<file path="src/design/flyvpid_pkg.sv">
// ----------------------------------------------------------------------------
// flyvpid_pkg
// Shared widths, register indexes, payload structs and state codes for the
// flywheel velocity PID block.
// ----------------------------------------------------------------------------
package flyvpid_pkg;

	// field widths
	localparam int VEL_W      = 16;
	localparam int SP_W       = 15;
	localparam int GAIN_W     = 16;
	localparam int DRV_W      = 12;
	localparam int ERR_W      = 17;
	localparam int DER_W      = 18;
	localparam int INT_W      = 32;
	// pid sum: gain times integral plus headroom for the other terms
	localparam int NUM_W      = INT_W + 18;

	// digit-serial multiply
	localparam int DIG_W      = 4;
	localparam int NDIG       = GAIN_W / DIG_W;
	localparam int DIG_CNT_W  = $clog2(NDIG);

	// divide by 2304: drop 8 bits, then reciprocal of 9
	localparam int DIV_SHIFT  = 8;
	localparam int QX_W       = 16;
	localparam int RECIP_W    = 16;
	localparam logic [RECIP_W-1:0] RECIP_9 = 16'd58255;
	localparam int RECIP_SH   = 19;
	localparam int LIM_W      = 25;

	// configuration port
	localparam int CFG_IDX_W  = 3;
	localparam int CFG_DATA_W = 16;

	localparam logic [CFG_IDX_W-1:0] REG_SETPOINT  = 3'd0;
	localparam logic [CFG_IDX_W-1:0] REG_GAIN_P    = 3'd1;
	localparam logic [CFG_IDX_W-1:0] REG_GAIN_I    = 3'd2;
	localparam logic [CFG_IDX_W-1:0] REG_GAIN_D    = 3'd3;
	localparam logic [CFG_IDX_W-1:0] REG_DRIVE_MIN = 3'd4;
	localparam logic [CFG_IDX_W-1:0] REG_DRIVE_MAX = 3'd5;

	localparam logic [DRV_W-1:0] DRIVE_MIN_RST = 12'd256;
	localparam logic [DRV_W-1:0] DRIVE_MAX_RST = 12'd2048;

	// input request
	typedef struct packed {
		logic signed [VEL_W-1:0] measured_velocity;
		logic                    restart;
	} sample_t;

	// result request
	typedef struct packed {
		logic [DRV_W-1:0] drive_volts;
		logic             clamped_high;
		logic             clamped_low;
	} drive_t;

	typedef enum logic [2:0] {
		S_IDLE,
		S_ERR,
		S_INTG,
		S_MAC,
		S_CMP,
		S_DIV
	} state_t;

	typedef enum logic [1:0] {
		TERM_P,
		TERM_D,
		TERM_I
	} term_t;

endpackage

</file>
<file path="src/design/flywheel_velocity_pid.sv">
// ----------------------------------------------------------------------------
// flywheel_velocity_pid: PID velocity loop with clamped drive output
// A sample steps through the error, integral, multiply, compare and divide
// states before its result is registered; no new sample is taken until then.
// The gain multiply runs 4-bit digits through one shared multiply-add, 3 gains x 4 digits.
// Reset clears error history and integral, loads default gains and limits.
// ----------------------------------------------------------------------------
module flywheel_velocity_pid (
	input  logic                                    clk,
	input  logic                                    arst_n,
	// sample channel
	input  logic                                    sample_valid,
	output logic                                    sample_stall,
	input  flyvpid_pkg::sample_t                    sample,
	// drive channel
	output logic                                    drive_valid,
	input  logic                                    drive_stall,
	output flyvpid_pkg::drive_t                     drive,
	// configuration write channel
	input  logic                                    cfg_valid,
	output logic                                    cfg_ready,
	input  logic [flyvpid_pkg::CFG_IDX_W-1:0]       cfg_index,
	input  logic [flyvpid_pkg::CFG_DATA_W-1:0]      cfg_data
);

	// configuration registers
	logic [flyvpid_pkg::SP_W-1:0]   setpoint_q;
	logic [flyvpid_pkg::GAIN_W-1:0] gain_p_q;
	logic [flyvpid_pkg::GAIN_W-1:0] gain_i_q;
	logic [flyvpid_pkg::GAIN_W-1:0] gain_d_q;
	logic [flyvpid_pkg::DRV_W-1:0]  drive_min_q;
	logic [flyvpid_pkg::DRV_W-1:0]  drive_max_q;

	// loop state
	logic signed [flyvpid_pkg::ERR_W-1:0] prev_err_q;
	logic signed [flyvpid_pkg::INT_W-1:0] integ_q;

	// working registers
	flyvpid_pkg::state_t                  state_q, state_d;
	flyvpid_pkg::term_t                   term_q;
	logic [flyvpid_pkg::DIG_CNT_W-1:0]    dig_cnt_q;
	logic signed [flyvpid_pkg::VEL_W-1:0] vel_q;
	logic                                 restart_q;
	logic signed [flyvpid_pkg::ERR_W-1:0] e_q;
	logic signed [flyvpid_pkg::DER_W-1:0] d_q;
	logic signed [flyvpid_pkg::INT_W-1:0] sum_q;
	logic signed [flyvpid_pkg::NUM_W-1:0] mcand_q;
	logic [flyvpid_pkg::GAIN_W-1:0]       gain_sh_q;
	logic signed [flyvpid_pkg::NUM_W-1:0] acc_q;
	logic                                 hi_q;
	logic                                 lo_q;
	logic [flyvpid_pkg::QX_W-1:0]         x_q;
	flyvpid_pkg::drive_t                  drive_q;
	logic                                 drive_valid_q;

	// control
	logic sample_acc;
	logic out_ld;
	logic dig_last;

	// datapath nets
	logic signed [flyvpid_pkg::ERR_W-1:0]   prev_eff;
	logic signed [flyvpid_pkg::INT_W-1:0]   integ_eff;
	logic signed [flyvpid_pkg::ERR_W-1:0]   e_new;
	logic signed [flyvpid_pkg::DER_W-1:0]   d_new;
	logic signed [flyvpid_pkg::INT_W:0]     sum_wide;
	logic signed [flyvpid_pkg::INT_W-1:0]   sum_new;
	logic signed [flyvpid_pkg::NUM_W+flyvpid_pkg::DIG_W:0] pp;
	logic [flyvpid_pkg::DRV_W:0]            max_p1;
	logic [flyvpid_pkg::LIM_W-1:0]          hi_lim;
	logic [flyvpid_pkg::LIM_W-1:0]          lo_lim;
	logic [flyvpid_pkg::QX_W+flyvpid_pkg::RECIP_W-1:0] q_prod;
	logic [flyvpid_pkg::DRV_W-1:0]          quot;

	assign cfg_ready = 1'b1;

	// configuration writes
	always_ff @(posedge clk or negedge arst_n) begin
		if (!arst_n) begin
			setpoint_q  <= '0;
			gain_p_q    <= '0;
			gain_i_q    <= '0;
			gain_d_q    <= '0;
			drive_min_q <= flyvpid_pkg::DRIVE_MIN_RST;
			drive_max_q <= flyvpid_pkg::DRIVE_MAX_RST;
		end else if (cfg_valid && cfg_ready) begin
			case (cfg_index)
				flyvpid_pkg::REG_SETPOINT:  setpoint_q  <= cfg_data[flyvpid_pkg::SP_W-1:0];
				flyvpid_pkg::REG_GAIN_P:    gain_p_q    <= cfg_data;
				flyvpid_pkg::REG_GAIN_I:    gain_i_q    <= cfg_data;
				flyvpid_pkg::REG_GAIN_D:    gain_d_q    <= cfg_data;
				flyvpid_pkg::REG_DRIVE_MIN: drive_min_q <= cfg_data[flyvpid_pkg::DRV_W-1:0];
				flyvpid_pkg::REG_DRIVE_MAX: drive_max_q <= cfg_data[flyvpid_pkg::DRV_W-1:0];
				default: ;
			endcase
		end
	end

	// error, derivative, saturating integral
	assign prev_eff  = restart_q ? '0 : prev_err_q;
	assign integ_eff = restart_q ? '0 : integ_q;
	assign e_new     = flyvpid_pkg::ERR_W'($signed({1'b0, setpoint_q})) -
		flyvpid_pkg::ERR_W'(vel_q);
	assign d_new     = flyvpid_pkg::DER_W'(e_q) - flyvpid_pkg::DER_W'(prev_eff);
	assign sum_wide  = (flyvpid_pkg::INT_W+1)'(integ_eff) + (flyvpid_pkg::INT_W+1)'(e_q);

	always_comb begin
		if (sum_wide[flyvpid_pkg::INT_W] != sum_wide[flyvpid_pkg::INT_W-1]) begin
			sum_new = sum_wide[flyvpid_pkg::INT_W] ?
				{1'b1, {(flyvpid_pkg::INT_W-1){1'b0}}} :
				{1'b0, {(flyvpid_pkg::INT_W-1){1'b1}}};
		end else begin
			sum_new = sum_wide[flyvpid_pkg::INT_W-1:0];
		end
	end

	// one digit of the current gain times its operand
	assign pp       = mcand_q * $signed({1'b0, gain_sh_q[flyvpid_pkg::DIG_W-1:0]});
	assign dig_last = (dig_cnt_q == flyvpid_pkg::DIG_CNT_W'(flyvpid_pkg::NDIG - 1));

	// clamp thresholds: (max+1)*2304 and min*2304
	assign max_p1 = {1'b0, drive_max_q} + 1'b1;
	assign hi_lim = flyvpid_pkg::LIM_W'({({max_p1, 3'b000} + {3'b000, max_p1}),
		{flyvpid_pkg::DIV_SHIFT{1'b0}}});
	assign lo_lim = flyvpid_pkg::LIM_W'({({1'b0, drive_min_q, 3'b000} + {4'b0000, drive_min_q}),
		{flyvpid_pkg::DIV_SHIFT{1'b0}}});

	// in-range quotient: (num >> 8) / 9 by reciprocal
	assign q_prod = x_q * flyvpid_pkg::RECIP_9;
	assign quot   = q_prod[flyvpid_pkg::RECIP_SH+flyvpid_pkg::DRV_W-1:flyvpid_pkg::RECIP_SH];

	// state register
	always_ff @(posedge clk or negedge arst_n) begin
		if (!arst_n) begin
			state_q <= flyvpid_pkg::S_IDLE;
		end else begin
			state_q <= state_d;
		end
	end

	// next state and handshake
	always_comb begin
		state_d      = state_q;
		sample_stall = 1'b1;
		sample_acc   = 1'b0;
		out_ld       = 1'b0;
		case (state_q)
			flyvpid_pkg::S_IDLE: begin
				sample_stall = 1'b0;
				if (sample_valid) begin
					sample_acc = 1'b1;
					state_d    = flyvpid_pkg::S_ERR;
				end
			end
			flyvpid_pkg::S_ERR:  state_d = flyvpid_pkg::S_INTG;
			flyvpid_pkg::S_INTG: state_d = flyvpid_pkg::S_MAC;
			flyvpid_pkg::S_MAC: begin
				if (dig_last && term_q == flyvpid_pkg::TERM_I) begin
					state_d = flyvpid_pkg::S_CMP;
				end
			end
			flyvpid_pkg::S_CMP:  state_d = flyvpid_pkg::S_DIV;
			flyvpid_pkg::S_DIV: begin
				if (!drive_valid_q || !drive_stall) begin
					out_ld  = 1'b1;
					state_d = flyvpid_pkg::S_IDLE;
				end
			end
			default: state_d = flyvpid_pkg::S_IDLE;
		endcase
	end

	// error history and integral
	always_ff @(posedge clk or negedge arst_n) begin
		if (!arst_n) begin
			prev_err_q <= '0;
			integ_q    <= '0;
		end else if (state_q == flyvpid_pkg::S_INTG) begin
			prev_err_q <= e_q;
			integ_q    <= sum_new;
		end
	end

	// digit-serial multiply-accumulate and clamp datapath
	always_ff @(posedge clk) begin
		if (sample_acc) begin
			vel_q     <= sample.measured_velocity;
			restart_q <= sample.restart;
		end
		case (state_q)
			flyvpid_pkg::S_ERR: begin
				e_q <= e_new;
			end
			flyvpid_pkg::S_INTG: begin
				d_q       <= d_new;
				sum_q     <= sum_new;
				mcand_q   <= flyvpid_pkg::NUM_W'(e_q);
				gain_sh_q <= gain_p_q;
				term_q    <= flyvpid_pkg::TERM_P;
				dig_cnt_q <= '0;
				acc_q     <= $signed(flyvpid_pkg::NUM_W'({setpoint_q,
					{flyvpid_pkg::DIV_SHIFT{1'b0}}}));
			end
			flyvpid_pkg::S_MAC: begin
				acc_q     <= acc_q + pp[flyvpid_pkg::NUM_W-1:0];
				dig_cnt_q <= dig_cnt_q + 1'b1;
				if (dig_last) begin
					// move on to the next gain term
					case (term_q)
						flyvpid_pkg::TERM_P: begin
							term_q    <= flyvpid_pkg::TERM_D;
							mcand_q   <= flyvpid_pkg::NUM_W'(d_q);
							gain_sh_q <= gain_d_q;
						end
						flyvpid_pkg::TERM_D: begin
							term_q    <= flyvpid_pkg::TERM_I;
							mcand_q   <= flyvpid_pkg::NUM_W'(sum_q);
							gain_sh_q <= gain_i_q;
						end
						default: ;
					endcase
				end else begin
					mcand_q   <= mcand_q <<< flyvpid_pkg::DIG_W;
					gain_sh_q <= gain_sh_q >> flyvpid_pkg::DIG_W;
				end
			end
			flyvpid_pkg::S_CMP: begin
				hi_q <= (acc_q >= $signed(flyvpid_pkg::NUM_W'(hi_lim)));
				lo_q <= (acc_q <  $signed(flyvpid_pkg::NUM_W'(lo_lim)));
				x_q  <= acc_q[flyvpid_pkg::QX_W+flyvpid_pkg::DIV_SHIFT-1:flyvpid_pkg::DIV_SHIFT];
			end
			default: ;
		endcase
	end

	// output register
	always_ff @(posedge clk or negedge arst_n) begin
		if (!arst_n) begin
			drive_valid_q <= 1'b0;
		end else if (out_ld) begin
			drive_valid_q <= 1'b1;
		end else if (!drive_stall) begin
			drive_valid_q <= 1'b0;
		end
	end

	always_ff @(posedge clk) begin
		if (out_ld) begin
			if (hi_q) begin
				drive_q.drive_volts <= drive_max_q;
			end else if (lo_q) begin
				drive_q.drive_volts <= drive_min_q;
			end else begin
				drive_q.drive_volts <= quot;
			end
			drive_q.clamped_high <= hi_q;
			drive_q.clamped_low  <= !hi_q && lo_q;
		end
	end

	assign drive_valid = drive_valid_q;
	assign drive       = drive_q;

`ifndef SYNTHESIS
	// never both clamp flags
	a_one_clamp: assert property (@(posedge clk) disable iff (!arst_n)
		drive_valid |-> !(drive.clamped_high && drive.clamped_low))
		else $error("both clamp flags set");

	// high clamp returns the upper limit
	a_hi_value: assert property (@(posedge clk) disable iff (!arst_n)
		(drive_valid && drive.clamped_high) |-> drive.drive_volts == drive_max_q)
		else $error("high clamp value differs from drive_max");

	// unclamped drive lies within the limits
	a_in_range: assert property (@(posedge clk) disable iff (!arst_n)
		(drive_valid && !drive.clamped_high && !drive.clamped_low) |->
		(drive.drive_volts >= drive_min_q && drive.drive_volts <= drive_max_q))
		else $error("unclamped drive outside limits");

	// multiply ends only after the integral term
	a_mac_exit: assert property (@(posedge clk) disable iff (!arst_n)
		(state_q == flyvpid_pkg::S_MAC && state_d != flyvpid_pkg::S_MAC) |->
		(term_q == flyvpid_pkg::TERM_I && dig_last))
		else $error("multiply left before last term");
`endif

endmodule

</file>
<file path="config.mk">
export PLATFORM = sky130hd
export DESIGN_NAME = flywheel_velocity_pid
export DESIGN_NICKNAME = d
export VERILOG_FILES = /design/src/design/flyvpid_pkg.sv /design/src/design/flywheel_velocity_pid.sv
export SDC_FILE = /design/constraint.sdc
export NUM_CORES = 1
export LEC_CHECK = 0
export BUFFER_PORTS_ARGS = -buffer_cell sky130_fd_sc_hd__buf_2
export CORE_ASPECT_RATIO = 1.5
export CORE_UTILIZATION = 52
export DETAILED_ROUTE_END_ITERATION = 12
export GPL_ROUTABILITY_DRIVEN = 0
export GPL_TIMING_DRIVEN = 0
export PLACE_DENSITY_LB_ADDON = 0.25
export RECOVER_POWER = 50
export SLEW_MARGIN = 5
export SYNTH_ARGS = -nofsm -noshare
export SYNTH_HDL_FRONTEND = slang
export SYNTH_SLANG_ARGS = --single-unit
</file>
<file path="constraint.sdc">
create_clock -name clk -period 6.2 [get_ports clk]
set_clock_uncertainty 0.1 [all_clocks]
set_input_delay 1.24 -clock clk [delete_from_list [all_inputs] [get_ports clk]]
set_output_delay 1.24 -clock clk [all_outputs]
set_load 0.05 [all_outputs]
</file>
-- After elaboration in Yosys (flattened, before gate mapping)
Cells that the tools add are included.
- flip-flop bits (word level): 376
- input port bits: 41
- output and inout port bits: 17
- word-level logic and storage cells: 106
- add/subtract/negate cells: 8
- multiply operators: 2
- order comparisons: 2
- equality and inequality tests: 21
- multiplexer cells: 28
- reductions and logical operators: 19
- operators with widths (kind ; number):
    $pmux W50 S2 ; 3
    $mux W32 ; 3
    $pmux W16 S2 ; 2
    $add A50 B50 Y50 ; 1
    $ge A50 B25 Y1 ; 1
    $lt A50 B25 Y1 ; 1
    $mul A50 B5 Y50 ; 1
    $mux W50 ; 1
    $add A32 B17 Y33 ; 1
    $mul A16 B16 Y31 const B ; 1
    $mux W12 ; 2
    $pmux W3 S6 ; 1
    $sub A17 B17 Y18 ; 1
    $mux W17 ; 1
    $sub A16 B16 Y17 ; 1
    $add A15 B12 Y16 ; 1
    $add A16 B13 Y16 ; 1
    $mux W16 ; 1
    $reduce_and A2 Y1 ; 7
    $add A12 B1 Y13 const B ; 1
    $eq A3 B2 Y1 const B ; 4
    $eq A3 B3 Y1 const B ; 4
    $pmux W2 S2 ; 3
    $mux W3 ; 3
    other kinds (18) ; 34

-- Depth between registers and ports, before layout
Gate-level depths: netlist of run 1.
- word-level depth: 5
- mapped depth: 23
- mapped depth without buffers: 23

-- Worst setup path before layout of run 1
Ideal clock, no wire load.
- path type: register to register
- start point: reg x_q[3] (netlist name)
- end point: reg drive_q (netlist bit drive[11]), data pin
- library setup time: 0.275 ns
- arrival: 5.515 ns
- required time: 5.825 ns
- path slack: 0.310 ns
- stages on the path, launching flop included: 24
- path buffers: 0
- clock period less this slack: 5.890 ns
- path through: edfxtp_1 > inv_1 > fa_1 > inv_1 > ha_1 > inv_1 > fa_1 > inv_1 > fa_1 > inv_1 > fa_1 > fa_1 > inv_1 > ha_1 > and3_1 > nand4_1 > o21bai_1 > o311ai_1 > nand2_1 > o21bai_1 > o41ai_2 > o21bai_1 > nor4bb_1 > a2111oi_0
- longest elaborated chain between the ends: 3
- RTL lines (what ; line ; source):
    start: declaration ; flywheel_velocity_pid.sv:52 ; logic [flyvpid_pkg::QX_W-1:0] x_q;
    start signal: assignment ; flywheel_velocity_pid.sv:230 ; x_q <= acc_q[flyvpid_pkg::QX_W+flyvpid_pkg::DIV_SHIFT-1:flyvpid_pkg::DIV_SHIFT];
    $mul A16 B16 Y31 ; flywheel_velocity_pid.sv:129 ; assign q_prod = x_q * flyvpid_pkg::RECIP_9;
    $mux W12 ; flywheel_velocity_pid.sv:251 ; end else if (lo_q) begin
    $mux W12 ; flywheel_velocity_pid.sv:249 ; if (hi_q) begin
    end: declaration ; flywheel_velocity_pid.sv:53 ; flyvpid_pkg::drive_t drive_q;
No other way between the ends.
A chain may end at the register's enable or synchronous reset.

-- Worst setup path in the final report of run 1
- start point: reg x_q[10] (netlist name)
- end point: reg drive_q (netlist bit drive[10]), data pin
The elaborated chain is that of the path after synthesis.

==> results list, run 1 <==
* Outcome: finished with violations
- The final reports fail on capacitance limit, slew limit, setup timing.
- Portion of the post-synthesis area used by sequential elements: between 30% and 40%
- Data arrives at the worst endpoint at about 6.5 ns.
- After technology mapping, the gate count stands at 2964.
- Input/output buffers: 55
- Count of distinct cell types in the synthesized netlist: 88
- Area added between synthesis and finish: 10.42%
- Destination of the critical timing path: drive[10]
* Crit Reg-Reg Endpoint: drive[10]
* Family of cells with the greatest summed delay on the critical path: adder cells
* Slowest cell on the critical path: fa_1
* Via-to-Cell Ratio: about 5.9
- Max Cap Violations: 3
* Biggest area contributors in the synthesized netlist: edfxtp_1 23%, fa_1 14%, ha_1 13%, dfrtp_1 11%, and2_1 3.9%
* Largest stage delay on the critical path: between 0.5 and 0.6 ns
* DRC viols: 0
- The critical path in this run is classified as register to register.
* Launching element type of the critical path: register
* Syn nets: 3543
- Setup repair after global routing could not meet its margin everywhere.
- Worst R2R Setup Slack: -0.08 ns
- For the worst flop-to-flop path, the logic depth is 24.
- The final layout contains around 3700 nets.
- After synthesis, the mean cell area works out to between 10 and 15 um2.
* Number of antenna-violating nets in the routed design: 0
- Max-slew headroom at the worst pin: -101.0%
* Core Area: between 50000 and 60000 um2
* Initial cell density of the core: 52.70%
- Commonest cells post-synth: 323 x ha_1, 268 x nand2_1, 236 x edfxtp_1
- Library cell appearing most often on the critical path: fa_1
* Flops & latches, synth: roughly 380
- Antenna diodes: 0
- Together, buffers and inverters on the worst path number 7.
- The clock net in this run drives a total of 376 sinks.
- Dividing the detail-routed wire length by the instance count gives around 22 um.
- The clock tree synthesis step divided the H-tree into 2 levels.
- Share of Yosys cell area claimed by the top area cell type: between 20% and 30%
- In this run the worst path has a maximum fanout of 4.
* Proportion of layout cells with a drive suffix above 1: roughly an eighth
* Number of warning messages in the yosys log: 0
- Across every metal layer, demand over resource in global routing totals between 20% and 30%.
* Kind of path behind the tightest hold check: register to register
- Summed over all nets, the half-perimeter wirelength after detailed placement is 66620 um.
* Routed via count: 22940
- CTS max path bufs: 3
- The number of global-route vias before repair came to roughly 25000.
- For this block, the routed nets add up to roughly 85000 um of wire.
- Total CTS buffers: 39
- Clock Tree Root: clkbuf_16
- Setup crit end kind: register
* Initial antenna violation count: 0
* Placement row count: approximately 110
- The startpoint identified for the worst register-to-register timing path is x_q[10].
- Worst Setup Slack, final: -0.08114 ns
* Drt initial violations: between 1000 and 1500
* Final worst-path cycle share: 101.3%
- Clock-pin slew was measured on the worst setup and hold paths at 0.06 ns.
- Die footprint: between 60000 and 70000 um2
- During I/O placement, the number of pins put on the boundary was slightly below 60.
- Static timing analysis puts the maximum clock frequency at about 160 MHz.
- Combined area of all synthesized cells: roughly 31000 um2
- Largest net degree at the start of global routing: 97
- The critical path runs through a total of 24 cells.
- Adding up every negative setup slack in the final design gives -0.1654 ns.
- Yosys top cell by area: edfxtp_1
- Die Ht: 301.3 um
- The smallest clock period supported by the final layout is computed as around 6.3 ns.
- The total overflow left after global routing is 0.
- Most frequently used flop master after synthesis: edfxtp_1
- Final setup violation count: 4
- The final hold violation count was 0.
* Number of slew-limit violations in the final report: ~150
* Post-synth EDFFs: 236
- TritonCTS built the clock tree.
- Required time at the endpoint of the critical path: ~6.4 ns
* Wire length of the first global-routing pass: 133900 um
- Async set or reset register ratio after synthesis: a little under two fifths
- DIE WIDTH: 201.5 um
- Cell-by-cell trace of the critical path: buf_6 > fa_2 > ha_4 > inv_4 > fa_1 > inv_2 > fa_1 > inv_1 > fa_1 > fa_1 > inv_2 > ha_4 > and3_4 > nand4_1 > o21bai_4 > o311ai_2 > buf_4 > nand2_4 > o21bai_4 > o41ai_4 > buf_4 > xnor2_2 > o21ai_1 > mux2_4
- The critical path starts at x_q[10].
* Hold-fix buffer count after cts: 0
* Clock latency of the later-clocked register in the worst-skew pair: about 0.58 ns
- Leading cell type by number of instances after synthesis: ha_1
- For the pin with the worst max-slew slack, the measured transition is 3.015 ns.
- First drt pass iteration count: 7
[cell families (layout without fill, tap and decap cells)]
kind of cell	after synthesis	count (layout)	synth area share, %
adders and majority gates	538	538	26.88
muxes	125	125	4.429
and+or+nand+nor	853	853	14.11
xor gates and xnor gates	148	148	4.175
buffers and inverters	342	506	4.332
other	1	1	0.01208
AOI/OAI and AO/OA	581	581	11.95
DFF	376	376	34.12
[worst min-delay path: cells and delay by family (launching register included)]
family        cells  cell delay (ns)
flops             1             0.34
simple gates      2             0.11
[worst min-delay path by stage]
stage                              from  slack (ns)             to  cells after the start
after floorplan                    hi_q        0.32       drive[1]                      0
after global routing      prev_err_q[4]        0.40  prev_err_q[4]                      2
after global placement      integ_q[31]        0.36    integ_q[31]                      2
after detailed placement    integ_q[31]        0.36    integ_q[31]                      2
final                     prev_err_q[7]        0.38  prev_err_q[7]                      2
after CTS                   integ_q[31]        0.38    integ_q[31]                      2
[per-layer routing]
metal  up-vias  track usage, %  part of all wire [%]
met3       286           3.263                   4.3
met5         -               0                     0
met2       697           54.31                    53
met4         0           17.53                   6.9
li1      10550               -                     -
met1     11410           30.20                    36
[through the flow]
stage / instances / hold WS [ns] / area (um2) / util (%) / setup WS (ns)
floorplan: 2964 / 0.3244 / 31050 / - / 0.3101
global placement: 3796 / 0.3579 / 32300 / 54.82 / -1.390
finish: 3905 / 0.3770 / 34290 / 58.19 / -0.08114
CTS: 3896 / 0.3759 / 34190 / 58.02 / 0.001126
detailed placement: 3802 / 0.3588 / 32410 / 55.02 / -0.8481
global route: 3905 / 0.3964 / 34290 / 58.19 / -0.2141
[layout make-up]
class	count	area [um2]
Fill cell	4951	24630
Multi-Input combinational cell	2246	19410
Sequential cell	376	10590
Clock buffer	55	1166
Tap cell	777	972.2
Inverter	231	869.6
Timing Repair Buffer	92	554.3
Buffer	111	510.5
Clock inverter	17	207.7
[state kept, by name, indices dropped and copies added, names as in the netlist]
signal / cells
drive: 14
gain_sh_q: 16
sum_q: 32
lo_q: 1
integ_q: 32
drive_max_q: 12
acc_q: 50
x_q: 16
prev_err_q: 17
state_q: 3
gain_i_q: 16
setpoint_q: 15
restart_q: 1
vel_q: 16
mcand_q: 50
drive_min_q: 12
drive_valid: 1
dig_cnt_q: 2
d_q: 18
hi_q: 1
term_q: 2
e_q: 17
gain_p_q: 16
gain_d_q: 16
[repair_timing]
item / CTS / global route
pin swaps: 26 / 23
setup endpoints to repair: 26 / 18
setup buffers: 22 / 9
gates resized for setup: 55 / 39
[cells in the final DEF (no fill, tap or decap), types with 9 or more instances in the layout]
| cell | instances |
|---|---|
| xnor2_1 | 90 |
| nor2b_1 | 55 |
| o31ai_1 | 9 |
| and2_1 | 192 |
| nand2_1 | 267 |
| mux2_2 | 87 |
| a31oi_1 | 16 |
| o21a_1 | 16 |
| nand4_1 | 26 |
| o21ai_1 | 15 |
| dfrtp_1 | 138 |
| o21ai_0 | 162 |
| a21o_1 | 101 |
| a21oi_1 | 131 |
| a21oi_2 | 20 |
| edfxtp_1 | 236 |
| nor2_1 | 129 |
| nor3_1 | 20 |
| o21bai_1 | 17 |
| nor4_1 | 11 |
| a211oi_1 | 12 |
| fa_1 | 211 |
| buf_4 | 28 |
| nand2b_1 | 39 |
| and3_1 | 20 |
| ha_4 | 9 |
| buf_2 | 52 |
| inv_1 | 218 |
| ha_1 | 314 |
| or3_1 | 10 |
| nand2_4 | 11 |
| nand3_1 | 32 |
| mux2i_1 | 35 |
| clkbuf_2 | 14 |
| xor2_1 | 57 |
| clkbuf_1 | 93 |
| clkbuf_16 | 39 |
| clkbuf_8 | 13 |
| inv_2 | 12 |
Power of run 1 is not shown: default switching activity piles up to over one toggle a cycle in this logic, so the estimate is an artifact.
==> run 2, diff against run 1 <==
Clock period 6.2 ns to 5.6 ns, I/O delays scaled along.
==> results list, run 2 (synthesis results as in run 1) <==
- Biggest registers after layout: acc_q (50), mcand_q (50)
* DRC viols: 0
- Area added between synthesis and finish: 11.34%
- In this run the tightest slew margin relative to its limit is -99.82%.
* Worst Setup Slack, final: -0.5777 ns
* Total CTS buffers: 39
- The tree built by TritonCTS fans out to 376 sinks.
* Initial antenna violation count: 1
* Wire length of the first global-routing pass: ~140000 um
- Along the worst path, the maximum fanout reaches 4.
* Number of antenna-violating nets in the routed design: 0
- Drt initial violations: around 1400
- Clock Tree Root: clkbuf_16
* Number of global-route vias before repair: roughly 25000
- For the pin with the worst max-slew slack, the measured transition is between 2 and 3 ns.
- Entering global routing, the biggest net connects 97 pins.
- Initial cell density of the core: 52.70%
- Detailed placement ended at an HPWL of 67060 um.
- The clock passes through at most 3 buffers.
- Dividing the detail-routed via count by the number of cells gives 5.891.
* Kind of path behind the tightest hold check: register to register
* Commonest cells after routing, fill and taps aside: 306 x ha_1, 266 x nand2_1, 236 x edfxtp_1
* Final min period: between 6 and 7 ns
- The post-route netlist has between 10% and 20% of its cells at a drive strength greater than 1.
- On the final layout, the worst hold slack is approximately 0.38 ns.
- The final reports fail on capacitance limit, slew limit, setup timing.
- Once layout is complete, the utilization of the core stands at between 50% and 60%.
* Outcome: finished with violations
- Number of fill cells in the layout: 4936
- Routed via count: approximately 23000
- CP Buf/Inv Count: 5
* Library cell appearing most often on the critical path: fa_1
* Max Cap Violations: 3
- Broken down by cell family, the worst path's largest delay share belongs to adder cells.
- The largest individual stage delay along the critical path comes from the cell fa_2.
* H-tree levels: 2
- After detailed routing, the average wire length per cell comes to around 22 um.
- In the final layout, flip-flops and latches occupy approximately 11000 um2.
- Required time at the endpoint of the critical path: 5.83 ns
- Leaving out fill and tap cells, the most frequent cell in the layout is ha_1.
- Number of slew-limit violations in the final report: around 150
* Maximum operating frequency: 161.9 MHz
- TritonCTS clock tree: yes
* Crit path DAT: 6.41 ns
- Clock latency of the later-clocked register in the worst-skew pair: between 0.5 and 0.6 ns
- From left edge to right edge, the die measures slightly above 200 um.
* Die footprint: between 60000 and 70000 um2
- Largest stage delay on the critical path: 0.65 ns
- Placement row count: about 110
- Wires add up to roughly 86000 um.
- Input and output buffers added on the ports amount to 55.
* Placement-stage cell area: between 30000 and 40000 um2
- At the end of the flow, the number of nets in the layout was 3680.
* Die Ht: around 300 um
* RSZ-0062 raised after global routing: true
* Final standard cell area without fillers: about 35000 um2
* Total global-route track usage: slightly below 30%
- Dpl ws: -1.444 ns
* Final setup violation count: 12
- The first detailed-routing pass ran for 5 iterations.
- The final hold violation count is 0.
- The core region is ~60000 um2.
* Critical path class: register to register
- Footprint of the multi-input gates: 19610 um2
* Cell-by-cell trace of the critical path: fa_2 > ha_4 > inv_4 > fa_1 > inv_2 > fa_1 > inv_1 > fa_1 > fa_1 > inv_2 > ha_4 > and3_4 > nand4_1 > o21bai_4 > o311ai_4 > nand2_2 > o21bai_4 > buf_6 > nor2_2 > xor2_1 > o21ai_1 > mux2_4
- STA classifies the critical path startpoint as a register.
* Grt total ovfl: 0
- In the finished design, the share of the clock period the worst path needs comes to 110.3%.
- Clock-pin slew of the registers on the worst-case setup and hold paths: around 0.060 ns
* Hold-fix buffer count after cts: 0
* Setup crit end kind: register
* Boundary pin count: 58
run 2: changes by cell type in the layout (fill, tap and decap cells not counted), moves of 5 or more:
| cell | previous run | this run |
|---|---|---|
| clkbuf_2 | 14 | 7 |
| a211oi_2 | 0 | 5 |
| ha_2 | 0 | 5 |
| clkbuf_8 | 13 | 2 |
| o21ai_0 | 162 | 157 |
| a211oi_1 | 12 | 7 |
| buf_4 | 28 | 44 |
| clkbuf_1 | 93 | 86 |
| ha_1 | 314 | 306 |
run 2: worst min-delay path, cell delays in order, from the launching register on:
cell	delay, ns
dfrtp_1	0.34
nand2_1	0.05
nand2_1	0.06
run 2: per-stage QoR:
step | setup TNS (ns) | std cells
after floorplan | -0.06668 | 2964
after global placement | -197.30 | 3796
after detailed placement | -28.70 | 3802
after CTS | -4.820 | 3901
after global routing | -47.65 | 3910
final | -5.867 | 3910
run 2: cell type report:
type,instances,area share [%]
sequential,376,30.64
antenna,1,0.007238
tap,777,2.812
clock inverter,20,0.6985
inverter,231,2.523
multi-input combinational,2246,56.72
buffer,100,1.473
timing repair buffer,107,1.976
clock buffer,52,3.149
run 2: worst paths after layout:
path	cells past startpoint	from	slack, ns	to
hold reg to reg	2	prev_err_q[15]	0.38	prev_err_q[15]
hold / removal	2	prev_err_q[15]	0.38	prev_err_q[15]
max in group asynchronous	2	arst_n	0.36	drive_max_q[6]
min in group asynchronous	1	arst_n	1.42	drive_valid
setup / recovery	22	x_q[8]	-0.58	drive[8]
setup reg to reg	22	x_q[8]	-0.58	drive[8]
run 2: what timing repair did:
action,in CTS,in global routing
endpoints found under the setup margin,42,26
pin swaps,18,22
resized for setup,98,56
buffers inserted,34,13
run 2: layer usage:
layer  GRT usage, %  wire (um)
met5              0          0
met3          3.199       3628
met1          30.41      30480
met2          54.12      45180
met4          21.28       7031
Power of run 2 is left out for the same reason.
